[src/rtl/sle_pkg.sv]
`timescale 1ns / 1ps

package sle_pkg;

  localparam int LINE_CAPACITY = 62;
  localparam int CNT_W         = $clog2(LINE_CAPACITY + 1);
  localparam int ADDR_W        = $clog2(LINE_CAPACITY);

  localparam logic [7:0] CH_ETX       = 8'h03;
  localparam logic [7:0] CH_BEL       = 8'h07;
  localparam logic [7:0] CH_BS        = 8'h08;
  localparam logic [7:0] CH_LF        = 8'h0A;
  localparam logic [7:0] CH_CR        = 8'h0D;
  localparam logic [7:0] CH_ESC       = 8'h1B;
  localparam logic [7:0] CH_SP        = 8'h20;
  localparam logic [7:0] CH_LBRACKET  = 8'h5B;
  localparam logic [7:0] CH_DEL       = 8'h7F;
  localparam logic [7:0] CSI_FINAL_LO = 8'h40;
  localparam logic [7:0] CSI_FINAL_HI = 8'h7E;

  localparam int ACT_W = 3;
  localparam logic [ACT_W-1:0] ACT_NONE    = 3'd0;
  localparam logic [ACT_W-1:0] ACT_NEWLINE = 3'd1;
  localparam logic [ACT_W-1:0] ACT_ERASE   = 3'd2;
  localparam logic [ACT_W-1:0] ACT_CLEAR   = 3'd3;
  localparam logic [ACT_W-1:0] ACT_STORE   = 3'd4;
  localparam logic [ACT_W-1:0] ACT_BELL    = 3'd5;

  typedef struct packed {
    logic rd_fill;
    logic load_in;
    logic commit;
    logic load_term;
    logic line_rd;
    logic load_line;
    logic fill_clr;
  } sle_cmd_t;

  typedef struct packed {
    logic [1:0] n_term;
    logic       term_end;
    logic       line_pend;
    logic       line_end;
    logic       out_free;
  } sle_stat_t;

  function automatic logic [7:0] term_byte(input logic [ACT_W-1:0] act,
                                           input logic [1:0]       k,
                                           input logic [7:0]       c);
    logic [7:0] b;
    b = 8'h00;
    unique case (act)
      ACT_NEWLINE, ACT_CLEAR: b = (k == 2'd0) ? CH_CR : CH_LF;
      ACT_ERASE:              b = (k == 2'd1) ? CH_SP : CH_BS;
      ACT_STORE:              b = c;
      ACT_BELL:               b = CH_BEL;
      default:                b = 8'h00;
    endcase
    return b;
  endfunction

endpackage

[src/rtl/sle_ctrl.sv]
`timescale 1ns / 1ps

module sle_ctrl (
  input  logic             clk,
  input  logic             rst_n,
  input  logic             in_tvalid,
  output logic             in_tready,
  input  sle_pkg::sle_stat_t stat,
  output sle_pkg::sle_cmd_t  cmd
);
  import sle_pkg::*;

  localparam logic [2:0] ST_IDLE   = 3'd0;
  localparam logic [2:0] ST_DECODE = 3'd1;
  localparam logic [2:0] ST_TERM   = 3'd2;
  localparam logic [2:0] ST_LREAD  = 3'd3;
  localparam logic [2:0] ST_LPUSH  = 3'd4;

  logic [2:0] state_r;
  logic [2:0] state_nxt;

  always_ff @(posedge clk) begin
    if (!rst_n) begin
      state_r <= ST_IDLE;
    end else begin
      state_r <= state_nxt;
    end
  end

  assign in_tready = (state_r == ST_IDLE);

  always_comb begin
    state_nxt = state_r;
    cmd       = '0;
    unique case (state_r)
      ST_IDLE: begin
        cmd.rd_fill = 1'b1;
        cmd.load_in = in_tvalid;
        if (in_tvalid) state_nxt = ST_DECODE;
      end
      ST_DECODE: begin
        cmd.commit = 1'b1;
        state_nxt  = (stat.n_term == 2'd0) ? ST_IDLE : ST_TERM;
      end
      ST_TERM: begin
        if (stat.out_free) begin
          cmd.load_term = 1'b1;
          if (stat.term_end) begin
            state_nxt = stat.line_pend ? ST_LREAD : ST_IDLE;
          end
        end
      end
      ST_LREAD: begin
        cmd.line_rd = 1'b1;
        state_nxt   = ST_LPUSH;
      end
      ST_LPUSH: begin
        if (stat.out_free) begin
          cmd.load_line = 1'b1;
          if (stat.line_end) begin
            cmd.fill_clr = 1'b1;
            state_nxt    = ST_IDLE;
          end else begin
            state_nxt = ST_LREAD;
          end
        end
      end
      default: state_nxt = ST_IDLE;
    endcase
  end

endmodule

[src/rtl/sle_dp.sv]
`timescale 1ns / 1ps

module sle_dp (
  input  logic             clk,
  input  logic             rst_n,
  input  logic [7:0]       in_tdata,
  input  logic             cfg_valid,
  input  logic             cfg_data,
  input  sle_pkg::sle_cmd_t  cmd,
  output sle_pkg::sle_stat_t stat,
  output logic             out_tvalid,
  input  logic             out_tready,
  output logic [7:0]       out_tdata,
  output logic             out_tuser,
  output logic             out_tlast
);
  import sle_pkg::*;

  logic [6:0]       line_mem [0:LINE_CAPACITY-1];
  logic [6:0]       rd_r;
  logic [ADDR_W-1:0] rd_addr;

  logic [7:0]       rx_r;
  logic             echo_r;
  logic             esc_r, esc_nxt;
  logic             csi_r, csi_nxt;
  logic             cr_r, cr_nxt;
  logic [CNT_W-1:0] fill_r, fill_nxt;
  logic [CNT_W-1:0] fill_m1;
  logic [ACT_W-1:0] act_r, act_nxt;
  logic [1:0]       n_term_r, n_term_nxt;
  logic [1:0]       term_idx_r;
  logic [ADDR_W-1:0] line_idx_r;
  logic             wr_en;
  logic             run;
  logic             room;

  logic             out_tvalid_r;
  logic [7:0]       out_tdata_r;
  logic             out_tuser_r;
  logic             out_tlast_r;

  assign fill_m1 = fill_r - CNT_W'(1);
  assign room    = (fill_r < CNT_W'(LINE_CAPACITY));

  // decode of the held byte against the editor state
  always_comb begin
    esc_nxt  = esc_r;
    csi_nxt  = csi_r;
    cr_nxt   = cr_r;
    fill_nxt = fill_r;
    act_nxt  = ACT_NONE;
    wr_en    = 1'b0;
    run      = 1'b0;
    priority if (esc_r) begin
      esc_nxt = 1'b0;
      if (rx_r == CH_LBRACKET) csi_nxt = 1'b1;
      else run = 1'b1;
    end else if (csi_r) begin
      if (rx_r >= CSI_FINAL_LO && rx_r <= CSI_FINAL_HI) csi_nxt = 1'b0;
    end else begin
      run = 1'b1;
    end
    // lf straight after cr is swallowed
    if (run && cr_r) begin
      cr_nxt = 1'b0;
      if (rx_r == CH_LF) run = 1'b0;
    end
    if (run) begin
      unique case (rx_r)
        CH_CR, CH_LF: begin
          if (rx_r == CH_CR) cr_nxt = 1'b1;
          act_nxt = ACT_NEWLINE;
        end
        CH_BS, CH_DEL: begin
          if (fill_r != '0) begin
            fill_nxt = fill_m1;
            act_nxt  = ACT_ERASE;
          end
        end
        CH_ETX: begin
          fill_nxt = '0;
          act_nxt  = ACT_CLEAR;
        end
        CH_ESC: esc_nxt = 1'b1;
        CH_SP: begin
          if (fill_r != '0 && room && rd_r != CH_SP[6:0]) begin
            wr_en    = 1'b1;
            fill_nxt = fill_r + CNT_W'(1);
            act_nxt  = ACT_STORE;
          end
        end
        default: begin
          if (rx_r > CH_SP && rx_r < CH_DEL) begin
            if (room) begin
              wr_en    = 1'b1;
              fill_nxt = fill_r + CNT_W'(1);
              act_nxt  = ACT_STORE;
            end else begin
              act_nxt = ACT_BELL;
            end
          end
        end
      endcase
    end
    unique case (act_nxt)
      ACT_NEWLINE, ACT_CLEAR: n_term_nxt = 2'd2;
      ACT_ERASE:              n_term_nxt = echo_r ? 2'd3 : 2'd0;
      ACT_STORE, ACT_BELL:    n_term_nxt = echo_r ? 2'd1 : 2'd0;
      default:                n_term_nxt = 2'd0;
    endcase
  end

  always_ff @(posedge clk) begin
    if (!rst_n) begin
      echo_r <= 1'b1;
      esc_r  <= 1'b0;
      csi_r  <= 1'b0;
      cr_r   <= 1'b0;
      fill_r <= '0;
    end else begin
      if (cfg_valid) echo_r <= cfg_data;
      if (cmd.commit) begin
        esc_r <= esc_nxt;
        csi_r <= csi_nxt;
        cr_r  <= cr_nxt;
        // a newline keeps the count until the line has been sent
        if (act_nxt != ACT_NEWLINE) fill_r <= fill_nxt;
      end else if (cmd.fill_clr) begin
        fill_r <= '0;
      end
    end
  end

  always_ff @(posedge clk) begin
    if (cmd.load_in) rx_r <= in_tdata;
    if (cmd.commit) begin
      act_r      <= act_nxt;
      n_term_r   <= n_term_nxt;
      term_idx_r <= 2'd0;
      line_idx_r <= '0;
    end else begin
      if (cmd.load_term) term_idx_r <= term_idx_r + 2'd1;
      if (cmd.load_line) line_idx_r <= line_idx_r + ADDR_W'(1);
    end
  end

  // line store, one write and one registered read port
  assign rd_addr = cmd.line_rd ? line_idx_r :
                   (fill_r == '0) ? '0 : fill_m1[ADDR_W-1:0];

  always_ff @(posedge clk) begin
    if (cmd.commit && wr_en) line_mem[fill_r[ADDR_W-1:0]] <= rx_r[6:0];
    if (cmd.rd_fill || cmd.line_rd) rd_r <= line_mem[rd_addr];
  end

  assign stat.n_term    = n_term_nxt;
  assign stat.term_end  = (term_idx_r == n_term_r - 2'd1);
  assign stat.line_pend = (act_r == ACT_NEWLINE) && (fill_r != '0);
  assign stat.line_end  = (CNT_W'(line_idx_r) == fill_m1);
  assign stat.out_free  = !out_tvalid_r || out_tready;

  // output register
  always_ff @(posedge clk) begin
    if (!rst_n) begin
      out_tvalid_r <= 1'b0;
    end else if (cmd.load_term || cmd.load_line) begin
      out_tvalid_r <= 1'b1;
    end else if (out_tready) begin
      out_tvalid_r <= 1'b0;
    end
  end

  always_ff @(posedge clk) begin
    if (cmd.load_term) begin
      out_tdata_r <= term_byte(act_r, term_idx_r, rx_r);
      out_tuser_r <= 1'b0;
      out_tlast_r <= stat.term_end && !stat.line_pend;
    end else if (cmd.load_line) begin
      out_tdata_r <= {1'b0, rd_r};
      out_tuser_r <= 1'b1;
      out_tlast_r <= stat.line_end;
    end
  end

  assign out_tvalid = out_tvalid_r;
  assign out_tdata  = out_tdata_r;
  assign out_tuser  = out_tuser_r;
  assign out_tlast  = out_tlast_r;

endmodule

[src/rtl/serial_line_editor_unit.sv]
`timescale 1ns / 1ps

// serial line editor: builds a command line from received terminal bytes
// in_*  : one received byte per transfer, in_tdata = rx_byte
// out_* : results, out_tdata = terminal byte or line byte,
//         out_tuser = channel (0 terminal, 1 completed line),
//         out_tlast = final result caused by the input byte
// cfg_* : echo_enable, taken in any cycle; cfg_ready is always high
// an input byte is decoded in the cycle after its transfer; its first result
// is loaded into the output register from the terminal state after decode;
// terminal results follow one per cycle while out_tready allows, completed
// line bytes alternate a read of the line store and a push, set by the
// single registered read port of the line store
// in_tready is high only while no byte is being worked on: a byte is held
// through its decode, its terminal results and its completed line bytes
// a stalled out_tready holds the output register and freezes the sequence
// reset (rst_n low, synchronous) empties the line, clears escape state,
// drops any pending result and sets echo on
module serial_line_editor_unit (
  input  logic       clk,
  input  logic       rst_n,
  input  logic       in_tvalid,
  output logic       in_tready,
  input  logic [7:0] in_tdata,   // [7:0] rx_byte
  output logic       out_tvalid,
  input  logic       out_tready,
  output logic [7:0] out_tdata,  // [7:0] out_byte
  output logic       out_tuser,  // [0] channel
  output logic       out_tlast,
  input  logic       cfg_valid,
  output logic       cfg_ready,
  input  logic       cfg_data
);
  import sle_pkg::*;

  sle_cmd_t  cmd;
  sle_stat_t stat;

  assign cfg_ready = 1'b1;

  sle_ctrl u_ctrl (
    .clk       (clk),
    .rst_n     (rst_n),
    .in_tvalid (in_tvalid),
    .in_tready (in_tready),
    .stat      (stat),
    .cmd       (cmd)
  );

  sle_dp u_dp (
    .clk        (clk),
    .rst_n      (rst_n),
    .in_tdata   (in_tdata),
    .cfg_valid  (cfg_valid),
    .cfg_data   (cfg_data),
    .cmd        (cmd),
    .stat       (stat),
    .out_tvalid (out_tvalid),
    .out_tready (out_tready),
    .out_tdata  (out_tdata),
    .out_tuser  (out_tuser),
    .out_tlast  (out_tlast)
  );

endmodule

[config.mk]
export PLATFORM = sky130hd
export DESIGN_NAME = serial_line_editor_unit
export DESIGN_NICKNAME = d
export VERILOG_FILES = /design/src/rtl/sle_pkg.sv /design/src/rtl/sle_ctrl.sv /design/src/rtl/sle_dp.sv /design/src/rtl/serial_line_editor_unit.sv
export SDC_FILE = /design/constraint.sdc
export NUM_CORES = 1
export LEC_CHECK = 0
export BUFFER_PORTS_ARGS = -buffer_cell sky130_fd_sc_hd__buf_4
export CAP_MARGIN = 20
export CORE_AREA = 4 4 267 269
export CTS_BUF_LIST = sky130_fd_sc_hd__clkbuf_4 sky130_fd_sc_hd__clkbuf_8 sky130_fd_sc_hd__clkbuf_16
export CTS_CLUSTER_DIAMETER = 100
export CTS_CLUSTER_SIZE = 12
export DETAILED_ROUTE_END_ITERATION = 16
export DIE_AREA = 0 0 271 273
export GPL_ROUTABILITY_DRIVEN = 1
export PLACE_DENSITY = 0.41
export SYNTH_ARGS = -nofsm -noshare
export SYNTH_HDL_FRONTEND = slang
export SYNTH_HIERARCHICAL = 1
export SYNTH_SLANG_ARGS = --single-unit
export TNS_END_PERCENT = 100
[constraint.sdc]
create_clock -name clk -period 3.8 [get_ports clk]
set_input_delay 0.38 -clock clk [delete_from_list [all_inputs] [get_ports clk]]
set_output_delay 0.38 -clock clk [all_outputs]
set_load 0.005 [all_outputs]
==> results of run 1 <==
==> worst max-delay path, cell delays in order (launching register included) <==
cell and delay [ns]:
dfxtp_1 0.31, inv_1 0.12, ha_1 0.39, or3b_1 0.50, o22ai_4 0.25, buf_12 0.33
buf_4 0.32, mux2i_1 0.28, a32oi_1 0.11, and3_1 0.23, a31oi_1 0.32, nand3_1 0.14
==> kinds of logic (layout without fill, tap and decap cells) <==
group	count (synthesis)	after routing	share of synthesized area [%]
buffers and inverters	115	239	2.869
DFF	486	486	70.08
and+or+nand+nor	561	561	12.78
adders and majority gates	5	5	0.3052
xor gates and xnor gates	13	13	0.5555
AOI/OAI and AO/OA	204	204	8.138
other	1	1	0.01830
muxes	107	107	5.250
==> final timing paths <==
path | endpoint | slack (ns) | cells after the start
hold reg to reg | u_dp/csi_r$_SDFFE_PN0P_ | 0.47 | 2
setup reg to reg | u_dp/rd_r[1]$_DFFE_PP_ | 0.15 | 11
setup / recovery | u_dp/rd_r[1]$_DFFE_PP_ | 0.15 | 11
hold / removal | u_ctrl/state_r[1]$_SDFFE_PN0P_ | 0.08 | 2
==> metrics by stage <==
step,area [um2],power [mW],utilization [%]
2_1_floorplan,20500,7.063,-
3_3_place_gp,22460,7.651,32.75
3_5_place_dp,22460,7.653,32.75
4_1_cts,23810,11.87,34.72
5_1_grt,23820,12.21,34.72
6_report,23820,11.71,34.72
==> power groups by stage <==
stage	registers, mW	logic, mW	clock network (mW)
3_3_place_gp	6.18	1.47	0
3_5_place_dp	6.18	1.47	0
6_report	6.07	1.47	4.18
5_1_grt	6.07	1.59	4.55
4_1_cts	6.07	1.49	4.32
2_1_floorplan	6.18	0.882	0
==> registers in the layout, indices dropped and copies added (netlist names), 3 cells and up <==
name / cells
u_dp/rd_r: 7
u_dp/line_idx_r: 6
u_dp/line_mem: 434
u_dp/fill_r: 6
u_dp/act_r: 3
u_dp/rx_r: 8
u_ctrl/state_r: 3
u_dp/out_tdata: 8
==> metal layers <==
layer / track usage (%) / vias to the layer above / routed length (um)
li1: - / 5884 / -
met1: 22.52 / 6466 / 28070
met2: 26.18 / 277 / 28300
met3: 2.651 / 69 / 2671
met4: 3.824 / 0 / 1273
met5: 0 / - / 0
==> layout make-up <==
cell class | count | area (um2)
sequential | 486 | 14360
clock buffer | 52 | 1196
timing repair buffer | 160 | 1339
clock inverter | 3 | 50.05
multi-input combinational | 891 | 5612
fill | 6636 | 44770
tap | 931 | 1165
inverter | 24 | 90.09
==> repair_timing <==
item,4_1_cts,5_1_grt
hold endpoints to repair,9,0
resized for setup,0,1
hold buffers,10,0
endpoints found under the setup margin,0,2
==> layout by cell type, fill, tap and decap left out, drive strengths merged, types with 7 or more instances in the layout <==
cell	instances
edfxtp	463
nand2	233
buf	150
nor2	126
mux2i	103
nand3	54
a32o	53
clkbuf	52
nor3	39
a32oi	31
inv	23
dfxtp	23
a21oi	23
or3	19
o21ai	19
a31oi	17
and3	15
nor4	14
nand4	12
dlygate4sd3	10
and2	10
nor2b	10
a211oi	9
a41oi	7
nand3b	7
xnor2	7
a22oi	7
==> impl_metrics.tcl, run 1 <==
set metrics [dict create \
    status "completed" \
    synth-seq-area-share_pct 70.08 \
    dpl.hpwl_mm 38.99 \
    hold_start "rst_n" \
    cts.sinks 486 \
    seq_power_share_pct 51.8 \
    dp_cells 2482 \
    antenna_cells 0 \
    finalCritPeriodShare_pct 96.07 \
    combPwrFrac_pct 12.5 \
    dr.first_iter.drc_count 969 \
    cts_buffers 46 \
    die_area_um2 73980 \
    setup_viol 0 \
    row_count 96 \
    synthTopCellsByArea "edfxtp_1, mux2i_1, nand2_1" \
    r2r-start "u_dp/fill_r[0]$_SDFFE_PN0P_" \
    start_util_pct 29.88 \
    syn_inst 1492 \
    setup_ws_ns 0.1492 \
    rsz0062_at_grt "no" \
    yosysMostFrequentCell "edfxtp_1" \
    yosys-top-cells-count "edfxtp_1, nand2_1, nor2_1" \
    drc 0 \
    dr.pass1.iters 5 \
    internal_power_mw 8.747 \
    gp_congestion 0.8102 \
    synth-edff-count 463 \
    async_flop_share_pct 0 \
    root_buffer "clkbuf_16" \
    syn_to_final_growth_pct 16.20 \
    cts.reportedPaths.clkPinSlew_ns 0.06 \
    h-tree-depth 2 \
    required_ns 4.10 \
    finalNonFillerCells 2547 \
    die_w_um 271 \
    worst_slew_pin_slew_ns 0.9770 \
    p_leak_nw 8.225 \
    peakVddDrop_mv 0.2738 \
    pre_cts_ws_ns 0.1759 \
    syn_area_per_cell_um2 13.74 \
    core_area_um2 68590 \
    min_path_type "in -> reg" \
    port_buffers 25 \
    syn_nets 1511 \
    slew_violations 0 \
    wl_per_cell_um 23.68 \
    clock_latency_ns 0.58 \
    switching_power_mw 2.968 \
    p_clk_share_pct 35.6 \
    maxSlewHeadroom_pct 34.87 \
    pin_count 27 \
    antenna_found_initial 1 \
    ys_warn_count 6 \
    start_kind "flip-flop" \
    netlist_area_um2 20500 \
    worstPathArrival_ns 3.95 \
    tns_ns 0 \
    cts_setup_buffers 0 \
    synth.distinct_cells 76 \
    grt_max_degree 68 \
    die_h_um 273 \
    cp-end-kind "flip-flop" \
    cp-startpoint "u_dp/fill_r[0]$_SDFFE_PN0P_" \
    drtAntennaViolNets 0 \
    cp_max_fo 58 \
    yosys.area.top_type "edfxtp_1" \
    switching_share_pct 25.33 \
    hold_viol_final 0 \
    final_nets 1628 \
    synth_top_area_share_pct 67.83 \
    max_cap_viol_count 0 \
    cts_tree "done" \
    synth_seq_cells 486 \
    grt_pass1_vias 12735 \
    grt_pass1_wl_mm 88.82 \
    gr-total-overflow 0 \
    finalWirelength_mm 60.32 \
    grtUsageTotal_pct 16.05 \
    period_needed_ns 3.651 \
    powerDensity_nw_per_um2 491.9 \
    vias_per_cell 4.985 \
    clock.fmax_ghz 0.2739 \
    fin_hold_ws_ns 0.08324 \
    ys.flop_type "edfxtp_1" \
    layout-drive-gt1-share_pct 14.73 \
    path_class "reg -> reg" \
    skew_ns 0.01981 \
    ctsLongestPathBuffers 3 \
    dr_total_vias 12696 \
]
Note: power is estimated with default switching activity, not from simulation.
==> inputs of run 2 (changes only) <==
==> constraint.sdc (replaced) <==
create_clock -name clk -period 3.8 [get_ports clk]
set_input_delay 0.57 -clock clk [delete_from_list [all_inputs] [get_ports clk]]
set_output_delay 0.57 -clock clk [all_outputs]
set_load 0.005 [all_outputs]
==> run 2 against run 1 <==
Against the previous run: non-clock buffer count shrank 10; highest routed layer unchanged; sequential cell count is the same; core utilization shrank 0.15 points; critical path depth is the same; routed wire length is essentially flat; sequential power is essentially flat; largest cell class unchanged; combinational power is essentially flat; maximum frequency grew 2.3%; clock skew grew 0.0069 ns; worst hold slack gained 0.075 ns; global-route usage shrank 0.13 points.
==> impl_metrics.tcl, run 2 (same netlist as run 1, synthesis figures left out) <==
set metrics [dict create \
    port_buffers 25 \
    cts_tree "done" \
    ctsLongestPathBuffers 3 \
    switching_share_pct 25.53 \
    r2r_cells 11 \
    antenna_found_initial 1 \
    peakVddDrop_mv 0.2607 \
    seq_power_share_pct 52.0 \
    worstPathArrival_ns 3.90 \
    syn_to_final_growth_pct 15.68 \
    die_w_um 271 \
    cts_buffers 46 \
    dr.first_iter.drc_count 933 \
    hold_viol_final 0 \
    p_clk_share_pct 35.4 \
    switching_power_mw 2.978 \
    gp_congestion 0.8102 \
    root_buffer "clkbuf_16" \
    r2r_setup_slack_ns 0.23 \
    pre_cts_ws_ns 0.1965 \
    start_kind "flip-flop" \
    grt_pass1_vias 12527 \
    h-tree-depth 2 \
    core_area_um2 68590 \
    cp-end-kind "flip-flop" \
    row_count 96 \
    finalWirelength_mm 60.26 \
    cts_resized 0 \
    grt_pass1_wl_mm 87.75 \
    max_cap_viol_count 0 \
    die_h_um 273 \
    setup_ws_ns 0.2320 \
    rsz0062_at_grt "no" \
    hold_start "in_tdata[6]" \
    drtAntennaViolNets 0 \
    start_util_pct 29.88 \
    final_nets 1618 \
    worst_slew_pin_slew_ns 1.086 \
    whs_endpoint "u_dp/rx_r[6]$_DFFE_PP_" \
    hold-path-cell-count 1 \
    wl_per_cell_um 23.75 \
    skew_ns 0.02667 \
    clock.fmax_ghz 0.2803 \
    r2r-start "u_dp/fill_r[0]$_SDFFE_PN0P_" \
    gr-total-overflow 0 \
    finalCritPeriodShare_pct 93.89 \
    layout_common_cells "edfxtp_1, nand2_1, buf_4" \
    dr_total_vias 12601 \
    final_common_cell "edfxtp_1" \
    cts.sinks 486 \
    p_leak_nw 8.180 \
    cts_setup_buffers 0 \
    required_ns 4.13 \
    powerDensity_nw_per_um2 491.9 \
    drc 0 \
    status "completed" \
    vias_per_cell 4.967 \
    slew_violations 0 \
    antenna_cells 0 \
    internal_power_mw 8.685 \
    layout-drive-gt1-share_pct 14.88 \
    combPwrFrac_pct 12.5 \
    setup_viol 0 \
    maxSlewHeadroom_pct 27.43 \
    grt_max_degree 68 \
    largest_register_ffs 434 \
    path_class "reg -> reg" \
    hold_buffers 0 \
    cts.reportedPaths.clkPinSlew_ns 0.07 \
    period_needed_ns 3.568 \
    dpl.hpwl_mm 38.88 \
    cp_max_fo 58 \
    pin_count 27 \
    rr_endpoint "u_dp/rd_r[0]$_DFFE_PP_" \
    grtUsageTotal_pct 15.93 \
    dr.pass1.iters 5 \
    tns_ns 0 \
    min_path_type "in -> reg" \
    clock_latency_ns 0.60 \
    die_area_um2 73980 \
]
## run 2: area by class of cell
| type | instances | area (um2) |
|---|---|---|
| Fill cell | 6643 | 44880 |
| Sequential cell | 486 | 14360 |
| Multi-Input combinational cell | 891 | 5609 |
| Timing Repair Buffer | 150 | 1239 |
| Clock buffer | 52 | 1196 |
| Tap cell | 931 | 1165 |
| Inverter | 24 | 90.09 |
| Clock inverter | 3 | 47.55 |
## run 2: layer usage
layer | global-route usage, % | vias to the layer above | part of all wire, %
met5 | 0 | - | 0
met4 | 4.402 | 0 | 2.7
met3 | 2.678 | 79 | 4.6
met2 | 25.62 | 276 | 46
met1 | 22.35 | 6377 | 46
li1 | - | 5869 | -
## run 2: critical path, cell delays in order (launching register included)
cell and delay (ns):
dfxtp_1 0.31, inv_1 0.12, ha_2 0.31, or3b_1 0.48, o22ai_4 0.25, buf_12 0.32
buf_4 0.33, mux2i_1 0.25, a32oi_1 0.10, and3_1 0.23, a31oi_1 0.37, nand3_1 0.15
## run 2: worst max-delay path by stage
stage	start	to	slack (ns)	cells past startpoint
after floorplan	u_dp/fill_r[1]$_SDFFE_PN0P_	u_dp/line_mem[47][0]$_DFFE_PP_	0.55	12
after detailed placement	u_dp/fill_r[1]$_SDFFE_PN0P_	u_dp/rd_r[0]$_DFFE_PP_	0.20	11
after global routing	u_ctrl/state_r[0]$_SDFFE_PN0P_	u_dp/rd_r[0]$_DFFE_PP_	0.03	10
after CTS	u_dp/fill_r[0]$_SDFFE_PN0P_	u_dp/rd_r[0]$_DFFE_PP_	0.20	11
after global placement	u_dp/fill_r[0]$_SDFFE_PN0P_	u_dp/rd_r[1]$_DFFE_PP_	0.18	11
final	u_dp/fill_r[0]$_SDFFE_PN0P_	u_dp/rd_r[0]$_DFFE_PP_	0.23	11
## run 2: power by group through the flow
stage               combinational [mW]  sequential (mW)  clock (mW)
CTS                               1.48             6.07        4.28
finish                            1.46             6.07        4.13
global placement                  1.47             6.18           0
detailed placement                1.47             6.18           0
global route                      1.58             6.07        4.50
floorplan                        0.882             6.18           0
## run 2: through the flow
stage	hold WS [ns]	util [%]	cells	power [mW]	area, um2
finish	0.1585	34.57	2537	11.66	23710
global route	0.1330	34.57	2537	12.15	23710
CTS	0.1238	34.57	2537	11.83	23710
detailed placement	0.4590	32.75	2482	7.652	22460
global placement	0.4564	32.75	2482	7.652	22460
floorplan	0.4416	-	1492	7.063	20500
